--- src/rtl/poi_pkg.sv ---
`timescale 1ns / 1ps
package poi_pkg;
	localparam int AtanEntries = 24;
	localparam logic signed [33:0] CordicGainInv = 34'sd652032874;
	localparam logic [29:0] TurnInvQ32 = 30'd683565276;
	localparam logic signed [47:0] PosMax = 48'sh7FFF_FFFF_FFFF;
	localparam logic signed [47:0] PosMin = 48'sh8000_0000_0000;

	function automatic logic [29:0] atan_entry(input logic [4:0] idx);
		logic [29:0] r;
		case (idx)
			5'd0: r = 30'd536870912;
			5'd1: r = 30'd316933406;
			5'd2: r = 30'd167458907;
			5'd3: r = 30'd85004756;
			5'd4: r = 30'd42667331;
			5'd5: r = 30'd21354465;
			5'd6: r = 30'd10680862;
			5'd7: r = 30'd5340245;
			5'd8: r = 30'd2670675;
			5'd9: r = 30'd1335343;
			5'd10: r = 30'd667544;
			5'd11: r = 30'd333772;
			5'd12: r = 30'd166886;
			5'd13: r = 30'd83443;
			5'd14: r = 30'd41722;
			5'd15: r = 30'd20861;
			5'd16: r = 30'd10430;
			5'd17: r = 30'd5215;
			5'd18: r = 30'd2608;
			5'd19: r = 30'd1304;
			5'd20: r = 30'd652;
			5'd21: r = 30'd326;
			5'd22: r = 30'd163;
			5'd23: r = 30'd81;
			default: r = 30'd0;
		endcase
		return r;
	endfunction

	typedef struct packed {
		logic [15:0] time_step;
		logic signed [23:0] vel_forward;
		logic signed [23:0] vel_lateral;
		logic signed [23:0] yaw_rate;
	} req_t;

	typedef struct packed {
		logic signed [47:0] pose_x;
		logic signed [47:0] pose_y;
		logic signed [31:0] pose_heading;
		logic signed [15:0] quat_w;
		logic signed [15:0] quat_z;
		logic signed [23:0] echo_forward;
		logic signed [23:0] echo_lateral;
		logic signed [23:0] echo_yaw_rate;
	} rsp_t;

	typedef enum logic [3:0] {
		OP_LOAD  = 4'd0,
		OP_CSTART1 = 4'd1,
		OP_CITER = 4'd2,
		OP_RMUL  = 4'd3,
		OP_RRND  = 4'd4,
		OP_DMUL  = 4'd5,
		OP_ACC   = 4'd6,
		OP_HMUL  = 4'd7,
		OP_HMUL2 = 4'd8,
		OP_HADD  = 4'd9,
		OP_CSTART2 = 4'd10,
		OP_QOUT  = 4'd11,
		OP_HMUL3 = 4'd12,
		OP_NONE  = 4'd13
	} op_t;

	typedef struct packed {
		op_t op;
		logic sel;
	} cmd_t;

	typedef struct packed {
		logic iter_done;
	} sts_t;
endpackage

--- src/rtl/poi_ctrl.sv ---
`timescale 1ns / 1ps
module poi_ctrl import poi_pkg::*; (
	input logic clk,
	input logic arst_n,
	input logic in_valid,
	output logic in_ready,
	output logic out_valid,
	input logic out_ready,
	input sts_t sts,
	output cmd_t cmd
);
	typedef enum logic [13:0] {
		S_IDLE = 14'b00000000000001,
		S_C1   = 14'b00000000000010,
		S_IT1  = 14'b00000000000100,
		S_MX   = 14'b00000000001000,
		S_RX   = 14'b00000000010000,
		S_MY   = 14'b00000000100000,
		S_RY   = 14'b00000001000000,
		S_DM   = 14'b00000010000000,
		S_AC   = 14'b00000100000000,
		S_H1   = 14'b00001000000000,
		S_H2   = 14'b00010000000000,
		S_H3   = 14'b00100000000000,
		S_HA   = 14'b01000000000000,
		S_Q    = 14'b10000000000000
	} state_t;

	state_t state_q;
	logic second_q;

	assign in_ready = (state_q == S_IDLE) && !out_valid;

	always_comb begin
		cmd = '{op: OP_NONE, sel: 1'b0};
		case (state_q)
			S_IDLE: cmd.op = (in_valid && in_ready) ? OP_LOAD : OP_NONE;
			S_C1: cmd.op = second_q ? OP_CSTART2 : OP_CSTART1;
			S_IT1: cmd.op = OP_CITER;
			S_MX: cmd.op = OP_RMUL;
			S_RX: cmd.op = OP_RRND;
			S_MY: cmd = '{op: OP_RMUL, sel: 1'b1};
			S_RY: cmd = '{op: OP_RRND, sel: 1'b1};
			S_DM: cmd.op = OP_DMUL;
			S_AC: cmd.op = OP_ACC;
			S_H1: cmd.op = OP_HMUL;
			S_H2: cmd.op = OP_HMUL2;
			S_H3: cmd.op = OP_HMUL3;
			S_HA: cmd.op = OP_HADD;
			S_Q: cmd.op = OP_QOUT;
			default: cmd.op = OP_NONE;
		endcase
	end

	always_ff @(posedge clk or negedge arst_n) begin
		if (!arst_n) begin
			state_q <= S_IDLE;
			second_q <= 1'b0;
			out_valid <= 1'b0;
		end else begin
			if (out_valid && out_ready) out_valid <= 1'b0;
			case (state_q)
				S_IDLE: if (in_valid && in_ready) begin
					state_q <= S_C1; second_q <= 1'b0;
				end
				S_C1: state_q <= S_IT1;
				S_IT1: if (sts.iter_done) state_q <= second_q ? S_Q : S_MX;
				S_MX: state_q <= S_RX;
				S_RX: state_q <= S_MY;
				S_MY: state_q <= S_RY;
				S_RY: state_q <= S_DM;
				S_DM: state_q <= S_AC;
				S_AC: state_q <= S_H1;
				S_H1: state_q <= S_H2;
				S_H2: state_q <= S_H3;
				S_H3: state_q <= S_HA;
				S_HA: begin state_q <= S_C1; second_q <= 1'b1; end
				S_Q: begin state_q <= S_IDLE; out_valid <= 1'b1; end
				default: state_q <= S_IDLE;
			endcase
		end
	end
endmodule

--- config.mk ---
export PLATFORM = sky130hd
export DESIGN_NAME = poi_ctrl
export DESIGN_NICKNAME = d
export VERILOG_FILES = /design/src/rtl/poi_pkg.sv /design/src/rtl/poi_ctrl.sv
export SDC_FILE = /design/constraint.sdc
export NUM_CORES = 1
export LEC_CHECK = 0
export ABC_AREA = 0
export BUFFER_PORTS_ARGS = -buffer_cell sky130_fd_sc_hd__buf_4
export CAP_MARGIN = 0
export CORE_UTILIZATION = 56
export CTS_BUF_LIST = sky130_fd_sc_hd__clkbuf_16
export CTS_CLUSTER_DIAMETER = 100
export CTS_CLUSTER_SIZE = 8
export DETAILED_ROUTE_END_ITERATION = 8
export PLACE_DENSITY = 0.77
export SLEW_MARGIN = 20
export SYNTH_ARGS = -nofsm -noshare
export SYNTH_HDL_FRONTEND = slang
export SYNTH_SLANG_ARGS = --single-unit
--- constraint.sdc ---
create_clock -name clk -period 2.9 [get_ports clk]
set_clock_uncertainty 0.1 [all_clocks]
set_input_delay 0.58 -clock clk [delete_from_list [all_inputs] [get_ports clk]]
set_output_delay 0.58 -clock clk [all_outputs]
set_load 0.05 [all_outputs]
Yosys cells after proc, flatten, opt, wreduce, memory -nomap -nowiden:

Index checks and enable logic that the tools add are counted.

* muxes and demuxes: 12
* reduce and logical (&&, ||, !) cells: 11
* equality and inequality tests: 16

Operators with widths (count)
* 14-bit case mux with 13 select lines: 1
* 4-bit case mux with 12 select lines: 1
* 14-bit two-way mux: 3
* 14-bit by 1-bit == test with 1-bit output (second input constant): 1
* 14-bit by 10-bit == test with 1-bit output (second input constant): 1
* 14-bit by 11-bit == test with 1-bit output (second input constant): 1
* 14-bit by 12-bit == test with 1-bit output (second input constant): 1
* 14-bit by 13-bit == test with 1-bit output (second input constant): 1
* 14-bit == test (second input constant): 1
* 14-bit by 2-bit == test with 1-bit output (second input constant): 1
* 14-bit by 3-bit == test with 1-bit output (second input constant): 1
* 14-bit by 4-bit == test with 1-bit output (second input constant): 1
* 14-bit by 5-bit == test with 1-bit output (second input constant): 1
* 14-bit by 6-bit == test with 1-bit output (second input constant): 1
* 14-bit by 7-bit == test with 1-bit output (second input constant): 1
* 14-bit by 8-bit == test with 1-bit output (second input constant): 1
* 14-bit by 9-bit == test with 1-bit output (second input constant): 1
* 4-bit two-way mux: 2
* 2-bit OR reduction: 3
* 1-bit two-way mux: 4
* 2-bit AND reduction: 2
* 2-bit nonzero test: 2
* 1-bit logical AND: 3
* 2-bit by 1-bit inequality test with 1-bit output (second input constant): 1
* other kinds (3): 3

* register bits: 16
* input port bits: 5
* output and inout port bits: 7
* word-level logic and storage cells: 42

Depth between registers and ports, before layout:

* depth in word-level cells: 5
* mapped depth: 6
* depth with buffers taken out: 5

Worst setup path after synthesis:

No wires, ideal clock.

* kind: flip-flop to output port
* from: register state_q[0]
* to: output cmd[1] in the netlist's numbering
* path buffers: 1
* cell stages (with the launch flop): 7
* arrival time: 2.256 ns
* data required time: 2.220 ns
* setup slack: -0.036 ns
* path through: dfstp_2 clkbuf_1 nor4_4 nand4b_1 nor2_1 a2111o_1 o2111ai_1

RTL lines
* start: declaration: RTL line poi_ctrl.sv:29 `state_t state_q;`
* start signal: assignment: RTL line poi_ctrl.sv:67 `S_IT1: if (sts.iter_done) state_q <= second_q ? S_Q : S_MX;`
* end: declaration: RTL line poi_ctrl.sv:10 `output cmd_t cmd`

==> out/metrics.yaml <==
sta:
  hold-worst-slack_ns: 0.0816
  worst_pin_slew_ns: 0.377
  setup_viol: 0
  layout_min_cycle_time_ns: 2.75
  rsz0062_at_grt: "no"
  fin_tns_setup_ns: 0
  finalHoldViolCount: 0
  clock.fmax_mhz: 364
  period_share_pct: 94.7
  finalMaxSlewViolations: 0
  slew_headroom_pct: 74.8
  final.setup.worst_slack_ns: 0.153
run_status:
  status: "complete, no violations"
setup_path:
  cp.required_ns: 2.22
  cp-end-kind: "output port"
  r2r-end: "state_q[13]$_DFFE_PN0P_"
  r2r_slack_ns: 1.10
  critPathArrivalTime_ns: 2.07
  criticalPathCategory: "reg -> out"
  cp-start-kind: "flip-flop"
  r2r_cells: 4
  rr_startpoint: "state_q[10]$_DFFE_PN0P_"
  crit_fanout: 8
routing:
  drc: 0
  via_per_inst: 5.81
  route.vias.total: 866
  drt_iter0_drc: 14
  firstDrtPassIters: 4
  drt_wl_total_um: 2240
  ant_nets: 0
  wire_per_inst_um: 15.0
yosys:
  synth_enable_flop_cells: 0
  synth_top_area_cell: "dfrtp_1"
  synth_fp_nets: 118
  yosys.area.top_type_share_pct: 36.1
  synth.cell_area_um2: 1040
  yosysUniqueCellTypes: 40
  ys.flop_type: "dfrtp_1"
  ys_top_cells_by_area: "dfrtp_1 (36%), nor2_1 (6.5%), nor4_4 (6.1%), xor2_1 (5.1%), nand2_1 (3.6%)"
  ys_seq_elements: 16
  seq_area_frac_synth_pct: 38.6
  avgSynthCellArea_um2: 9.20
  async_flop_share_pct: 100
  ys_warn_count: 0
  syn_inst: 113
die:
  core_um2: 1730
  start_util_pct: 60.2
  die_w_um: 45.1
  pin_count: 12
  rows: 15
  die_h_um: 45.1
  die-area_um2: 2030
clock_tree:
  cts_made_buffers: 3
  ctsHoldBuffers: 0
  clock_path_buffers: 2
  clk_latency_ns: 0.25
  htree_levels: 1
  cts_tree: "yes"
  clockRootBuffer: "clkbuf_16"
  cts_num_sinks: 16
  path_clk_slew_ns: 0.05
placement:
  gp_congestion: 0.804
  port-buffer-count: 11
  preCtsSetupSlack_ns: 0.284
  hpwl_um: 1550
pwr:
  max-vdd-ir-drop_mv: 1.13
  leakagePower_nw: 0.609
  p_per_area_nw_per_um2: 983
global_route:
  grt_antenna_before_repair: 0
  grt_overflow_total: 0
  grt_pass1_vias: 797
  grt_max_degree: 17
  grt_pass1_wl_um: 3570
  grtUsageTotal_pct: 25.5
cells_and_area:
  fin_nets: 130
  syn2layout_area_growth_pct: 18.2
  drive_gt1_share_pct: 23.4
  antenna_cells: 0
  final_cell_mix: "nor2_1 (18), dfrtp_1 (15), buf_4 (14)"
  nFillCells: 141
  final_common_cell: "nor2_1"
hold_path:
  hp-class: "in -> async"
run:
  cap_violations: 0
metrics by stage:
step | util (%) | area (µm²) | power (mW) | cells
3_5_place_dp | 65.0 | 1120 | 0.907 | 142
4_1_cts | 69.6 | 1200 | 1.18 | 146
5_1_grt | 71.2 | 1230 | 1.27 | 149
6_report | 71.2 | 1230 | 1.21 | 149
3_3_place_gp | 65.0 | 1120 | 0.905 | 142
2_1_floorplan | - | 1050 | 0.763 | 113
critical path, stage by stage (launching register included):
cell       delay [ns]
dfrtp_1          0.49
xor2_1           0.21
o2111ai_1        0.23
a21oi_1          0.13
a2111o_1         0.36
o2111ai_2        0.18
buf_4            0.22
state kept, by name (all words and copies together) (netlist names):
signal / count
out_valid: 1
second_q: 1
state_q: 14
power breakdown:
part	total [mW]	internal, mW	switching, mW	leakage (nW)
clock	0.271	0.183	0.0884	0.0423
combinational	0.633	0.224	0.409	0.348
sequential	0.304	0.249	0.0545	0.219
kinds of logic (layout without fill, tap and decap cells):
| kind of cell | after synthesis | count (layout) | share of synthesized area (%) |
|---|---|---|---|
| AND/OR/NAND/NOR | 62 | 62 | 38.5 |
| AO/OA/AOI/OAI | 16 | 16 | 11.0 |
| flip-flops | 16 | 16 | 38.6 |
| buffers and inverters | 11 | 22 | 5.05 |
| XOR/XNOR | 7 | 7 | 5.90 |
| multiplexers | 1 | 1 | 0.963 |
worst max-delay path by stage:
stage                            start        to  slack (ns)  depth (start not counted)
2_1_floorplan   state_q[5]$_DFFE_PN0P_  in_ready        0.06                          4
3_3_place_gp    state_q[5]$_DFFE_PN0P_    cmd[2]        0.36                          6
4_1_cts         state_q[5]$_DFFE_PN0P_    cmd[2]        0.01                          6
6_report        state_q[2]$_DFFE_PN0P_    cmd[1]        0.15                          6
5_1_grt        state_q[10]$_DFFE_PN0P_    cmd[4]        0.02                          6
3_5_place_dp    state_q[5]$_DFFE_PN0P_    cmd[2]        0.28                          6
cell usage after synthesis, types with 3 or more instances:
library cell	count
clkbuf_1	3
nand4b_1	4
nand3_1	4
o21ai_0	5
nor2_1	18
nor3_1	5
buf_2	3
dfrtp_1	15
inv_1	4
xor2_1	6
nor4_4	3
nand2_1	10
timing repair:
action | in CTS | in global routing
setup buffers | 0 | 3
endpoints found under the setup margin | 0 | 4
resized for setup | 0 | 1
layer usage:
metal	global-route usage, %	part of all wire, %
met1	33.2	48
met2	39.4	46
met3	8.40	3.6
met4	9.09	2.6
met5	0	0
cell type report:
class	instances	area [µm²]	area share, %
multi-input combinational	86	597	48.6
sequential	16	402	32.7
timing repair buffer	14	105	8.55
clock buffer	3	75.1	6.11
tap	25	31.3	2.55
inverter	4	15.0	1.22
clock inverter	1	3.75	0.305
Power figures use the tool's default switching activity.
